**src/hdl/full_linear_convolution_core_macros.svh**
```systemverilog
// Assertion macros used by the convolution core sequencer (flc_ctrl).
// No dependencies; define ASSERT_OFF to compile the checks out.
`ifndef FULL_LINEAR_CONVOLUTION_CORE_MACROS_SVH
`define FULL_LINEAR_CONVOLUTION_CORE_MACROS_SVH

`ifndef ASSERT_OFF
// Plain property, disabled while reset is asserted.
`define FLC_ASSERT(lbl, clk, rstn, prop, msg) \
  lbl: assert property (@(posedge clk) disable iff (!(rstn)) (prop)) else $error(msg);
// Same-cycle implication.
`define FLC_ASSERT_IMPL(lbl, clk, rstn, ante, cons, msg) \
  lbl: assert property (@(posedge clk) disable iff (!(rstn)) (ante) |-> (cons)) \
    else $error(msg);
`else
`define FLC_ASSERT(lbl, clk, rstn, prop, msg)
`define FLC_ASSERT_IMPL(lbl, clk, rstn, ante, cons, msg)
`endif

`endif

```
**src/hdl/flc_pkg.sv**
```systemverilog
// Types and constants of the convolution core.
// Used by flc_ctrl, flc_datapath and full_linear_convolution_core.
package flc_pkg;

  localparam int KL_W = 5;
  localparam logic [KL_W-1:0] KL_RESET = 5'd16;
  localparam int TAP_W = 16;
  localparam int OUT_W = 36;

  localparam logic FUNC_LOAD   = 1'b0;
  localparam logic FUNC_SAMPLE = 1'b1;

  typedef struct packed {
    logic              func;
    logic [3:0]        tap_index;
    logic signed [15:0] sample_value;
    logic              last_sample;
  } req_t;

  typedef struct packed {
    logic signed [OUT_W-1:0] conv_out;
    logic                    last_output;
  } rsp_t;

  typedef struct packed {
    logic load_tap;
    logic shift_sample;
    logic shift_zero;
    logic clear_hist;
    logic issue;
    logic first_term;
    logic last_term;
    logic push;
    logic last_out;
  } cmd_t;

  typedef struct packed {
    logic acc_done;
    logic out_free;
  } status_t;

endpackage

```
**src/hdl/full_linear_convolution_core.sv**
```systemverilog
// Top level of the full linear convolution core.
// Depends on flc_pkg, flc_ctrl and flc_datapath.
//
// Usage:
//  - Input channel (in_valid_i/in_ready_o, in_req_i): func = load writes one
//    Q1.15 tap at tap_index and gives no result; func = sample shifts one
//    sample into the delay line and gives one result. A sample request with
//    last_sample set also flushes the m-1 tail outputs, flags the final one
//    with last_output and clears the delay line for the next vector.
//  - Output channel (out_valid_o/out_ready_i, out_rsp_o): exact 36-bit sum.
//  - cfg_we_i/cfg_wdata_i write kernel_length (m); write it only while idle.
//  - A load request writes the tap store as it is taken. Each output runs the
//    single multiply-accumulate unit once per tap: m MAC issues, then the
//    memory read, product and accumulate stages; a last sample gives its m
//    outputs one after another.
//  - The output register lets a new request be taken while a result waits;
//    a stalled receiver holds the next output in the accumulator, and no
//    further request is taken until that output has moved on.
//  - Reset: taps and delay line read as zero, m = 16, both channels empty.
module full_linear_convolution_core #(
  parameter int MAX_TAPS    = 16,
  parameter int SAMPLE_BITS = 16
) (
  input  logic                     clk_i,
  input  logic                     rst_ni,
  input  logic                     in_valid_i,
  output logic                     in_ready_o,
  input  flc_pkg::req_t            in_req_i,
  output logic                     out_valid_o,
  input  logic                     out_ready_i,
  output flc_pkg::rsp_t            out_rsp_o,
  input  logic                     cfg_we_i,
  input  logic [flc_pkg::KL_W-1:0] cfg_wdata_i
);

  localparam int IDX_W = (MAX_TAPS > 1) ? $clog2(MAX_TAPS) : 1;

  flc_pkg::cmd_t    cmd;
  flc_pkg::status_t st;
  logic [IDX_W-1:0] rd_idx;

  // sequencer: owns kernel_length, tap and tail counters
  flc_ctrl #(
    .MAX_TAPS(MAX_TAPS)
  ) u_ctrl (
    .clk_i      (clk_i),
    .rst_ni     (rst_ni),
    .in_valid_i (in_valid_i),
    .in_ready_o (in_ready_o),
    .in_req_i   (in_req_i),
    .cfg_we_i   (cfg_we_i),
    .cfg_wdata_i(cfg_wdata_i),
    .st_i       (st),
    .cmd_o      (cmd),
    .rd_idx_o   (rd_idx)
  );

  // memories, MAC pipeline and output register
  flc_datapath #(
    .MAX_TAPS   (MAX_TAPS),
    .SAMPLE_BITS(SAMPLE_BITS)
  ) u_datapath (
    .clk_i      (clk_i),
    .rst_ni     (rst_ni),
    .in_req_i   (in_req_i),
    .cmd_i      (cmd),
    .rd_idx_i   (rd_idx),
    .st_o       (st),
    .out_valid_o(out_valid_o),
    .out_ready_i(out_ready_i),
    .out_rsp_o  (out_rsp_o)
  );

endmodule

```
**src/hdl/flc_ctrl.sv**
```systemverilog
// Sequencer of the convolution core: request intake, MAC issue, tail flush.
// Depends on flc_pkg and full_linear_convolution_core_macros.svh.
`include "full_linear_convolution_core_macros.svh"

module flc_ctrl #(
  parameter int MAX_TAPS = 16
) (
  input  logic                         clk_i,
  input  logic                         rst_ni,
  input  logic                         in_valid_i,
  output logic                         in_ready_o,
  input  flc_pkg::req_t                in_req_i,
  input  logic                         cfg_we_i,
  input  logic [flc_pkg::KL_W-1:0]     cfg_wdata_i,
  input  flc_pkg::status_t             st_i,
  output flc_pkg::cmd_t                cmd_o,
  output logic [((MAX_TAPS > 1) ? $clog2(MAX_TAPS) : 1)-1:0] rd_idx_o
);

  localparam int IDX_W = (MAX_TAPS > 1) ? $clog2(MAX_TAPS) : 1;
  localparam int CNT_W = $clog2(MAX_TAPS + 1);
  localparam int MW    = (CNT_W > flc_pkg::KL_W) ? CNT_W : flc_pkg::KL_W;

  localparam logic [1:0] S_IDLE = 2'd0;
  localparam logic [1:0] S_RUN  = 2'd1;
  localparam logic [1:0] S_WAIT = 2'd2;

  logic [1:0]               state_q, state_d;
  logic [flc_pkg::KL_W-1:0] kl_q;
  logic [CNT_W-1:0]         m_q, m_d, i_q, i_d, t_q, t_d;
  logic                     last_q, last_d;
  logic [MW-1:0]            kl_ext;
  logic [CNT_W-1:0]         m_eff;
  logic                     final_out;

  // taps in use: zero counts as one, saturate at the store depth
  always_comb begin
    kl_ext = MW'(kl_q);
    if (kl_ext == '0) begin
      m_eff = CNT_W'(1);
    end else if (kl_ext > MW'(MAX_TAPS)) begin
      m_eff = CNT_W'(MAX_TAPS);
    end else begin
      m_eff = CNT_W'(kl_ext);
    end
  end

  assign final_out = (t_q == (m_q - CNT_W'(1)));
  assign rd_idx_o  = i_q[IDX_W-1:0];

  always_comb begin
    state_d    = state_q;
    m_d        = m_q;
    i_d        = i_q;
    t_d        = t_q;
    last_d     = last_q;
    cmd_o      = '0;
    in_ready_o = (state_q == S_IDLE);
    case (state_q)
      S_IDLE: begin
        if (in_valid_i) begin
          if (in_req_i.func == flc_pkg::FUNC_LOAD) begin
            cmd_o.load_tap = 1'b1;
          end else begin
            cmd_o.shift_sample = 1'b1;
            last_d  = in_req_i.last_sample;
            m_d     = m_eff;
            i_d     = '0;
            t_d     = '0;
            state_d = S_RUN;
          end
        end
      end
      S_RUN: begin
        cmd_o.issue      = 1'b1;
        cmd_o.first_term = (i_q == '0);
        cmd_o.last_term  = (i_q == (m_q - CNT_W'(1)));
        if (cmd_o.last_term) begin
          state_d = S_WAIT;
        end else begin
          i_d = i_q + CNT_W'(1);
        end
      end
      S_WAIT: begin
        if (st_i.acc_done && st_i.out_free) begin
          cmd_o.push     = 1'b1;
          cmd_o.last_out = last_q && final_out;
          if (last_q && !final_out) begin
            // flush: shift a zero in and compute the next tail output
            cmd_o.shift_zero = 1'b1;
            t_d     = t_q + CNT_W'(1);
            i_d     = '0;
            state_d = S_RUN;
          end else begin
            cmd_o.clear_hist = last_q;
            state_d          = S_IDLE;
          end
        end
      end
      default: begin
        state_d = S_IDLE;
      end
    endcase
  end

  always_ff @(posedge clk_i or negedge rst_ni) begin
    if (!rst_ni) begin
      state_q <= S_IDLE;
      kl_q    <= flc_pkg::KL_RESET;
      m_q     <= CNT_W'(1);
      i_q     <= '0;
      t_q     <= '0;
      last_q  <= 1'b0;
    end else begin
      state_q <= state_d;
      m_q     <= m_d;
      i_q     <= i_d;
      t_q     <= t_d;
      last_q  <= last_d;
      if (cfg_we_i) begin
        kl_q <= cfg_wdata_i;
      end
    end
  end

  `FLC_ASSERT_IMPL(a_push_needs_slot, clk_i, rst_ni, cmd_o.push, st_i.out_free, "push into busy output")
  `FLC_ASSERT_IMPL(a_first_after_drain, clk_i, rst_ni, cmd_o.issue && cmd_o.first_term, !st_i.acc_done, "new sum over unsent result")
  `FLC_ASSERT_IMPL(a_counts_in_range, clk_i, rst_ni, state_q != S_IDLE, (i_q < m_q) && (t_q < m_q), "counter past tap count")
  `FLC_ASSERT(a_flush_reissues, clk_i, rst_ni, cmd_o.shift_zero |=> (state_q == S_RUN), "flush did not restart MAC")
  `FLC_ASSERT_IMPL(a_clear_on_final, clk_i, rst_ni, cmd_o.clear_hist, cmd_o.push && cmd_o.last_out, "history cleared early")

endmodule

```
**src/hdl/flc_datapath.sv**
```systemverilog
// Datapath of the convolution core: tap and history memories, MAC pipeline,
// output register. Depends on flc_pkg; driven by flc_ctrl commands.
module flc_datapath #(
  parameter int MAX_TAPS    = 16,
  parameter int SAMPLE_BITS = 16
) (
  input  logic                 clk_i,
  input  logic                 rst_ni,
  input  flc_pkg::req_t        in_req_i,
  input  flc_pkg::cmd_t        cmd_i,
  input  logic [((MAX_TAPS > 1) ? $clog2(MAX_TAPS) : 1)-1:0] rd_idx_i,
  output flc_pkg::status_t     st_o,
  output logic                 out_valid_o,
  input  logic                 out_ready_i,
  output flc_pkg::rsp_t        out_rsp_o
);

  localparam int IDX_W  = (MAX_TAPS > 1) ? $clog2(MAX_TAPS) : 1;
  localparam int AW     = IDX_W + 1;
  localparam int SB     = SAMPLE_BITS;
  localparam int PROD_W = flc_pkg::TAP_W + SB;
  localparam int EXT_W  = (PROD_W > flc_pkg::OUT_W) ? PROD_W : flc_pkg::OUT_W;

  logic signed [flc_pkg::TAP_W-1:0] coef_mem [MAX_TAPS];
  logic signed [SB-1:0]             hist_mem [MAX_TAPS];
  logic [MAX_TAPS-1:0]              coef_vld_q, hist_vld_q;
  logic [IDX_W-1:0]                 wptr_q, wptr_inc;

  logic [SB+15:0]       samp_wide;
  logic signed [SB-1:0] samp;
  logic [IDX_W+3:0]     tap_wide;
  logic [IDX_W-1:0]     tap_addr;
  logic                 tap_we;
  logic [AW-1:0]        h_sum;
  logic [IDX_W-1:0]     h_addr;

  logic signed [flc_pkg::TAP_W-1:0] coef_rd_q, coef_val;
  logic signed [SB-1:0]             hist_rd_q, hist_val;
  logic                             coef_ok_q, hist_ok_q;
  logic                             s1_v_q, s1_first_q, s1_lt_q;
  logic                             s2_v_q, s2_first_q, s2_lt_q;
  logic signed [PROD_W-1:0]         prod_q;
  logic signed [EXT_W-1:0]          prod_ext;
  logic signed [flc_pkg::OUT_W-1:0] prod_w, acc_q;
  logic                             acc_done_q;
  logic                             out_valid_q;
  flc_pkg::rsp_t                    out_rsp_q;

  // sample taken from the low SAMPLE_BITS of the field, zero-filled above it
  assign samp_wide = {{SB{1'b0}}, in_req_i.sample_value};
  assign samp      = samp_wide[SB-1:0];
  assign tap_wide  = {{IDX_W{1'b0}}, in_req_i.tap_index};
  assign tap_addr  = tap_wide[IDX_W-1:0];
  assign tap_we    = cmd_i.load_tap && (int'(in_req_i.tap_index) < MAX_TAPS);

  assign wptr_inc = (wptr_q == IDX_W'(MAX_TAPS - 1)) ? '0 : (wptr_q + IDX_W'(1));

  // history entry i sits i slots behind the write pointer
  always_comb begin
    h_sum = {1'b0, wptr_q} + AW'(MAX_TAPS) - {1'b0, rd_idx_i};
    if (wptr_q >= rd_idx_i) begin
      h_addr = wptr_q - rd_idx_i;
    end else begin
      h_addr = h_sum[IDX_W-1:0];
    end
  end

  always_ff @(posedge clk_i) begin
    if (tap_we) begin
      coef_mem[tap_addr] <= in_req_i.sample_value;
    end
    if (cmd_i.shift_sample) begin
      hist_mem[wptr_inc] <= samp;
    end
    if (cmd_i.issue) begin
      coef_rd_q <= coef_mem[rd_idx_i];
      hist_rd_q <= hist_mem[h_addr];
      coef_ok_q <= coef_vld_q[rd_idx_i];
      hist_ok_q <= hist_vld_q[h_addr];
    end
  end

  assign coef_val = coef_ok_q ? coef_rd_q : '0;
  assign hist_val = hist_ok_q ? hist_rd_q : '0;
  assign prod_ext = EXT_W'(prod_q);
  assign prod_w   = prod_ext[flc_pkg::OUT_W-1:0];

  // payload pipeline registers
  always_ff @(posedge clk_i) begin
    if (s1_v_q) begin
      prod_q <= coef_val * hist_val;
    end
    if (s2_v_q) begin
      acc_q <= s2_first_q ? prod_w : (acc_q + prod_w);
    end
    if (cmd_i.push) begin
      out_rsp_q.conv_out    <= acc_q;
      out_rsp_q.last_output <= cmd_i.last_out;
    end
  end

  always_ff @(posedge clk_i or negedge rst_ni) begin
    if (!rst_ni) begin
      coef_vld_q  <= '0;
      hist_vld_q  <= '0;
      wptr_q      <= '0;
      s1_v_q      <= 1'b0;
      s1_first_q  <= 1'b0;
      s1_lt_q     <= 1'b0;
      s2_v_q      <= 1'b0;
      s2_first_q  <= 1'b0;
      s2_lt_q     <= 1'b0;
      acc_done_q  <= 1'b0;
      out_valid_q <= 1'b0;
    end else begin
      if (tap_we) begin
        coef_vld_q[tap_addr] <= 1'b1;
      end
      if (cmd_i.shift_sample) begin
        wptr_q               <= wptr_inc;
        hist_vld_q[wptr_inc] <= 1'b1;
      end else if (cmd_i.shift_zero) begin
        wptr_q               <= wptr_inc;
        hist_vld_q[wptr_inc] <= 1'b0;
      end else if (cmd_i.clear_hist) begin
        hist_vld_q <= '0;
      end
      s1_v_q     <= cmd_i.issue;
      s1_first_q <= cmd_i.first_term;
      s1_lt_q    <= cmd_i.last_term;
      s2_v_q     <= s1_v_q;
      s2_first_q <= s1_first_q;
      s2_lt_q    <= s1_lt_q;
      if (s2_v_q && s2_lt_q) begin
        acc_done_q <= 1'b1;
      end else if (cmd_i.push) begin
        acc_done_q <= 1'b0;
      end
      if (cmd_i.push) begin
        out_valid_q <= 1'b1;
      end else if (out_ready_i) begin
        out_valid_q <= 1'b0;
      end
    end
  end

  assign st_o.acc_done = acc_done_q;
  assign st_o.out_free = !out_valid_q || out_ready_i;
  assign out_valid_o   = out_valid_q;
  assign out_rsp_o     = out_rsp_q;

endmodule

```
**config.mk**
```make
export PLATFORM = sky130hd
export DESIGN_NAME = full_linear_convolution_core
export DESIGN_NICKNAME = d
export VERILOG_FILES = /design/src/hdl/flc_pkg.sv /design/src/hdl/full_linear_convolution_core.sv /design/src/hdl/flc_ctrl.sv /design/src/hdl/flc_datapath.sv
export VERILOG_INCLUDE_DIRS = /design/src /design/src/hdl
export SDC_FILE = /design/constraint.sdc
export NUM_CORES = 1
export LEC_CHECK = 0
export BUFFER_PORTS_ARGS = -buffer_cell sky130_fd_sc_hd__buf_2
export CAP_MARGIN = 20
export CORE_ASPECT_RATIO = 1.4
export CORE_UTILIZATION = 35
export DETAILED_ROUTE_END_ITERATION = 8
export SLEW_MARGIN = 15
export SYNTH_ARGS = -nofsm -noshare
export SYNTH_HDL_FRONTEND = slang
export SYNTH_SLANG_ARGS = --single-unit
```
**constraint.sdc**
```tcl
create_clock -name clk_i -period 9.4 [get_ports clk_i]
set_clock_uncertainty 0.1 [all_clocks]
set_input_delay 1.88 -clock clk_i [delete_from_list [all_inputs] [get_ports clk_i]]
set_output_delay 1.88 -clock clk_i [all_outputs]
set_load 0.03 [all_outputs]
```
Word level (Yosys, flattened, before mapping):

Memories as Yosys holds them, arrays and structs flattened. A register that Yosys moved wholly into a read port is not among the register bits.
Cells that the tools add are included.

* add/sub/neg operators: 8
* multiply operators: 1
* divide/modulo/power cells: 0
* order comparisons: 8
* equality and inequality tests: 11
* shift-type cells: 0
* multiplexer cells: 54
* bitwise gates (word level): 4
* reduce and logical (&&, ||, !) cells: 23

Operators with widths (count)
* $mux W16: 5
* $mux W5: 9
* $add A36 B32 Y36: 1
* $mux W36: 1
* $mul A16 B16 Y32: 1
* $or A16 B16 Y16: 2
* $lt A4 B5 Y1 const B: 4
* $mux W2: 10
* $mux W1: 17
* $and A16 B16 Y16: 1
* $mux W4: 4
* $not A16 Y16: 1
* $pmux W5 S3: 1
* $add A5 B1 Y5 const B: 2
* $eq A5 B5 Y1: 2
* $logic_not A5 Y1: 2
* $pmux W5 S2: 1
* $add A4 B1 Y4 const B: 2
* $bmux W1 S4: 2
* $demux W1 S4: 2
* $ge A4 B1 Y1 const B: 2
* $ne A2 B1 Y1 const B: 4
* $reduce_bool A2 Y1: 4
* $sub A4 B4 Y4: 2
* 19 further kinds: 27

* register bits: 174
* latch bits: 0
* memory bits (writable): 512
* bits in read-only memories: 0
* bits of input ports: 32
* output and inout port bits: 39
* logic and storage cells: 134
* memories: 2

Memory list
* u_datapath.coef_mem: depth 16, width 16, rd ports 1, clocked after Yosys merged registers in 1, write ports 1, RTL line flc_datapath.sv:24 `logic signed [flc_pkg::TAP_W-1:0] coef_mem [MAX_TAPS];`
* u_datapath.hist_mem: depth 16, width 16, rd ports 1, clocked after Yosys merged registers in 1, write ports 1, RTL line flc_datapath.sv:25 `logic signed [SB-1:0] hist_mem [MAX_TAPS];`

Depth between registers and ports, before layout:

* depth after elaboration: 10
* depth in mapped cells: 25

Cells and area by module:

A second synthesis with hierarchy kept.

* cells, all modules: 2705
* area, all modules: 38991.1 um^2

Modules (own cells, without submodules)
* flc_datapath: instances 1, cells each 2556, area each 37514.7 um^2, sequential area each 20649.8 um^2
* flc_ctrl: instances 1, cells each 149, area each 1476.4 um^2, sequential area each 578.1 um^2

Worst setup path before layout:

Ideal clock, no wire load.

* path kind: register -> register
* start point: register u_datapath.coef_ok_q
* end point: register u_datapath.prod_q[31] (data pin)
* arrival time: 6.171 ns
* required time: 9.039 ns
* slack: 2.868 ns
* stages on the path, launching flop included: 21
* path buffers: 2
* period minus slack after synthesis: 6.532 ns
* cell sequence: edfxtp_1 > clkbuf_1 > clkbuf_1 > nand2_1 > nor2_1 > fa_1 > fa_1 > fa_1 > fa_1 > fa_1 > inv_1 > fa_1 > inv_1 > ha_1 > a21o_1 > a21oi_1 > nor2b_1 > or4_1 > o211ai_2 > o21ai_0 > a311o_1

* longest elaborated chain between the ends: 2

RTL lines
* from (decl): RTL line flc_datapath.sv:39 `logic coef_ok_q, hist_ok_q;`
* from (signal assigned): RTL line flc_datapath.sv:78 `coef_ok_q <= coef_vld_q[rd_idx_i];`
* $mux W16: RTL line flc_datapath.sv:83 `assign coef_val = coef_ok_q ? coef_rd_q : '0;`
* $mul A16 B16 Y32: RTL line flc_datapath.sv:91 `prod_q <= coef_val * hist_val;`
* to (signal assigned): RTL line flc_datapath.sv:91
* to (decl): RTL line flc_datapath.sv:42 `logic signed [PROD_W-1:0] prod_q;`

No other way between the ends.
A chain may end at the register's enable or synchronous reset.

Worst setup path after layout:

* start point: register u_datapath.hist_ok_q
* end point: register u_datapath.prod_q[31] (data pin)

* longest elaborated chain between the ends: 2

RTL lines
* from (decl): RTL line flc_datapath.sv:39
* from (signal assigned): RTL line flc_datapath.sv:79 `hist_ok_q <= hist_vld_q[h_addr];`
* $mux W16: RTL line flc_datapath.sv:84 `assign hist_val = hist_ok_q ? hist_rd_q : '0;`
* $mul A16 B16 Y32: RTL line flc_datapath.sv:91

No other way between the ends.

==> results.json <==
{
  "seq_area_frac_synth_pct": 54.5,
  "postCtsHoldBufs": 0,
  "vias": 21628,
  "crit_arrival_ns": 7.83,
  "syn_area_per_cell_um2": 14.2,
  "clock_path_buffers": 3,
  "first_global_vias": 23264,
  "critical_path_class": "flip-flop to flip-flop",
  "synth.distinct_cells": 69,
  "cts_resized": 0,
  "grt_max_degree": 68,
  "start_kind": "flip-flop",
  "nets": 3250,
  "finalCriticalPeriod_ns": 7.55,
  "wl_per_cell_um": 20.3,
  "multi_input_area_um2": 16200,
  "postCtsSetupBuffers": 0,
  "finalCritPeriodShare_pct": 80.3,
  "finalHoldViolCount": 0,
  "synth-edff-count": 651,
  "dp_hpwl_um": 62000,
  "areaGrowthSynthToFinish_pct": 11.9,
  "cts_made_buffers": 76,
  "regArea_um2": 21200,
  "yosys_register_bits": 718,
  "setup_viol": 0,
  "end_kind": "flip-flop",
  "grt_pass1_wl_um": 137000,
  "synth.most_common_cell": "edfxtp_1",
  "initialDrtViolationCount": 1335,
  "status": "complete, no violations",
  "worstPathRequired_ns": 9.68,
  "fp.dieH_um": 397,
  "coreArea_um2": 110000,
  "pin_count": 71,
  "drv_slew": 0,
  "fill_cells": 10245,
  "cts_root_buffer": "clkbuf_16",
  "fin_tns_setup_ns": 0,
  "syn_inst": 2737,
  "synth_top_area_share_pct": 50.2,
  "synthTopCellsByCount": "edfxtp_1, inv_1, fa_1",
  "worst_pin_slew_ns": 0.981,
  "gp_congestion": 0.976,
  "grt_antenna_before_repair": 4,
  "synth.area.top_cells": "edfxtp_1, fa_1, mux4_2, dfrtp_1, ha_1",
  "final_layout_size_suffix_gt1_share_pct": 15.2,
  "clkLatencyLatePin_ns": 0.63,
  "dieArea_um2": 113000,
  "start_util_pct": 35.4,
  "max-slew-margin-rel_pct": 34.1,
  "crit_path_max_fanout": 25,
  "hold_class": "flip-flop to flip-flop",
  "grt-ovfl-total": 0,
  "synth_nets": 3162,
  "postRouteAntennaNets": 0,
  "ys.flop_type": "edfxtp_1",
  "cts_tree": "done",
  "die_width_um": 284,
  "cap_violations": 0,
  "synthArstFlopShare_pct": 9.33,
  "clk_pin_slew_worst_paths_ns": 0.07,
  "fmax_mhz": 132,
  "rsz0062_at_grt": "no",
  "drc": 0,
  "ys_warn_count": 0,
  "netlist_area_um2": 38900,
  "diodes": 0,
  "track_usage_pct": 16.0,
  "drtPass1Iterations": 5,
  "via_per_inst": 4.97,
  "htree_num_levels": 3,
  "placementRows": 144,
  "clock-sinks": 718,
  "yosysTopAreaCell": "edfxtp_1",
  "wl_um": 88100,
  "io_buffers": 70
}
metrics by stage:
stage | utilization, % | hold slack, ns | area (um^2) | worst slack [ns] | instances
6_report | 39.6 | 0.251 | 43600 | 1.85 | 4348
5_1_grt | 39.6 | 0.255 | 43600 | 1.48 | 4348
4_1_cts | 39.5 | 0.252 | 43500 | 1.91 | 4347
3_5_place_dp | 37.4 | 0.239 | 41100 | 1.91 | 4206
3_3_place_gp | 37.4 | 0.234 | 41100 | 1.96 | 4206
2_1_floorplan | - | 0.231 | 38900 | 2.87 | 2737
cell type report:
type | instances | share of cell area [%]
clock buffers | 104 | 4.94
clock inverters | 37 | 0.589
repair buffers | 117 | 1.65
well taps | 1460 | 4.19
multi-input cells | 1598 | 37.2
inverters | 314 | 2.71
flip-flops and latches | 718 | 48.8
layer usage:
metal  track usage [%]  wire, um  vias to the layer above
li1                  -         -                     9911
met1              18.6     34900                    11040
met2              29.2     46500                      498
met3              2.01      3220                      179
met4              6.98      3510                        0
met5                 0         0                        -
state kept, by name (all words and copies together), names as in the netlist, 2 cells and up:
name,flops
u_datapath.coef_mem,256
u_datapath.hist_mem,256
u_datapath.out_rsp_o,37
u_datapath.acc_q,36
u_datapath.prod_q,32
u_datapath.coef_rd_q,16
u_datapath.coef_vld_q,16
u_datapath.hist_rd_q,16
u_datapath.hist_vld_q,16
u_ctrl.i_q,5
u_ctrl.kl_ext,5
u_ctrl.m_q,5
u_ctrl.t_q,5
u_datapath.wptr_q,4
u_ctrl.state_q,2
placed cells by master (no fill, tap or decap), types with 9 or more instances in the layout:
cell       instances
buf_4             47
edfxtp_1         651
or2_2             21
o21bai_1          13
a21o_1            36
nor2_1           201
a211oi_1          24
nor3_1            13
clkinv_2          12
nand2_1          226
a21oi_1          107
mux4_2           153
inv_1            313
clkbuf_16         81
buf_2             69
xor2_1            32
o21ai_0           98
clkinv_1          10
nand3_1           39
and2_1            24
clkbuf_1          19
nand2b_1           9
dfrtp_1           61
ha_1             128
fa_1             263
xnor2_1           49
mux2i_1           18
nor2b_1           28
worst max-delay path: stages (launching register included):
cell and delay (ns):
edfxtp_1 0.85, nand2_1 0.58, nor2_1 0.29, fa_1 0.44, inv_1 0.08, fa_1 0.44
fa_1 0.51, inv_1 0.06, fa_1 0.50, fa_1 0.50, inv_1 0.05, fa_1 0.48
inv_1 0.04, ha_1 0.34, a21o_1 0.21, a21o_1 0.18, a21oi_1 0.19, o21bai_1 0.14
o41ai_2 0.37, a21oi_1 0.22, o211ai_2 0.25, o21ai_0 0.15, a311o_1 0.33
path summary, 6_finish.rpt:
path	cells after the start	endpoint	slack (ns)	startpoint
min	0	u_datapath.s2_lt_q	0.25	u_datapath.s1_lt_q
max in group asynchronous	1	u_ctrl.i_q[0]	7.24	rst_ni
max	22	u_datapath.prod_q[31]	1.85	u_datapath.hist_ok_q
max reg2reg	22	u_datapath.prod_q[31]	1.85	u_datapath.hist_ok_q
min in group asynchronous	1	u_datapath.coef_vld_q[14]	1.29	rst_ni
min reg2reg	0	u_datapath.s2_lt_q	0.25	u_datapath.s1_lt_q
cell families (layout without fill, tap and decap cells):
kind of cell	after synthesis	after routing	share of synthesized area [%]
xor+xnor	83	83	1.87
fa+ha+maj	393	393	17.7
simple gates	604	604	6.86
mux	177	177	9.49
buf+inv	421	572	4.08
flops	718	718	54.5
compound gates	341	341	5.44
Power is not shown: default switching activity piles up to over one toggle a cycle in this logic, so the estimate is an artifact.
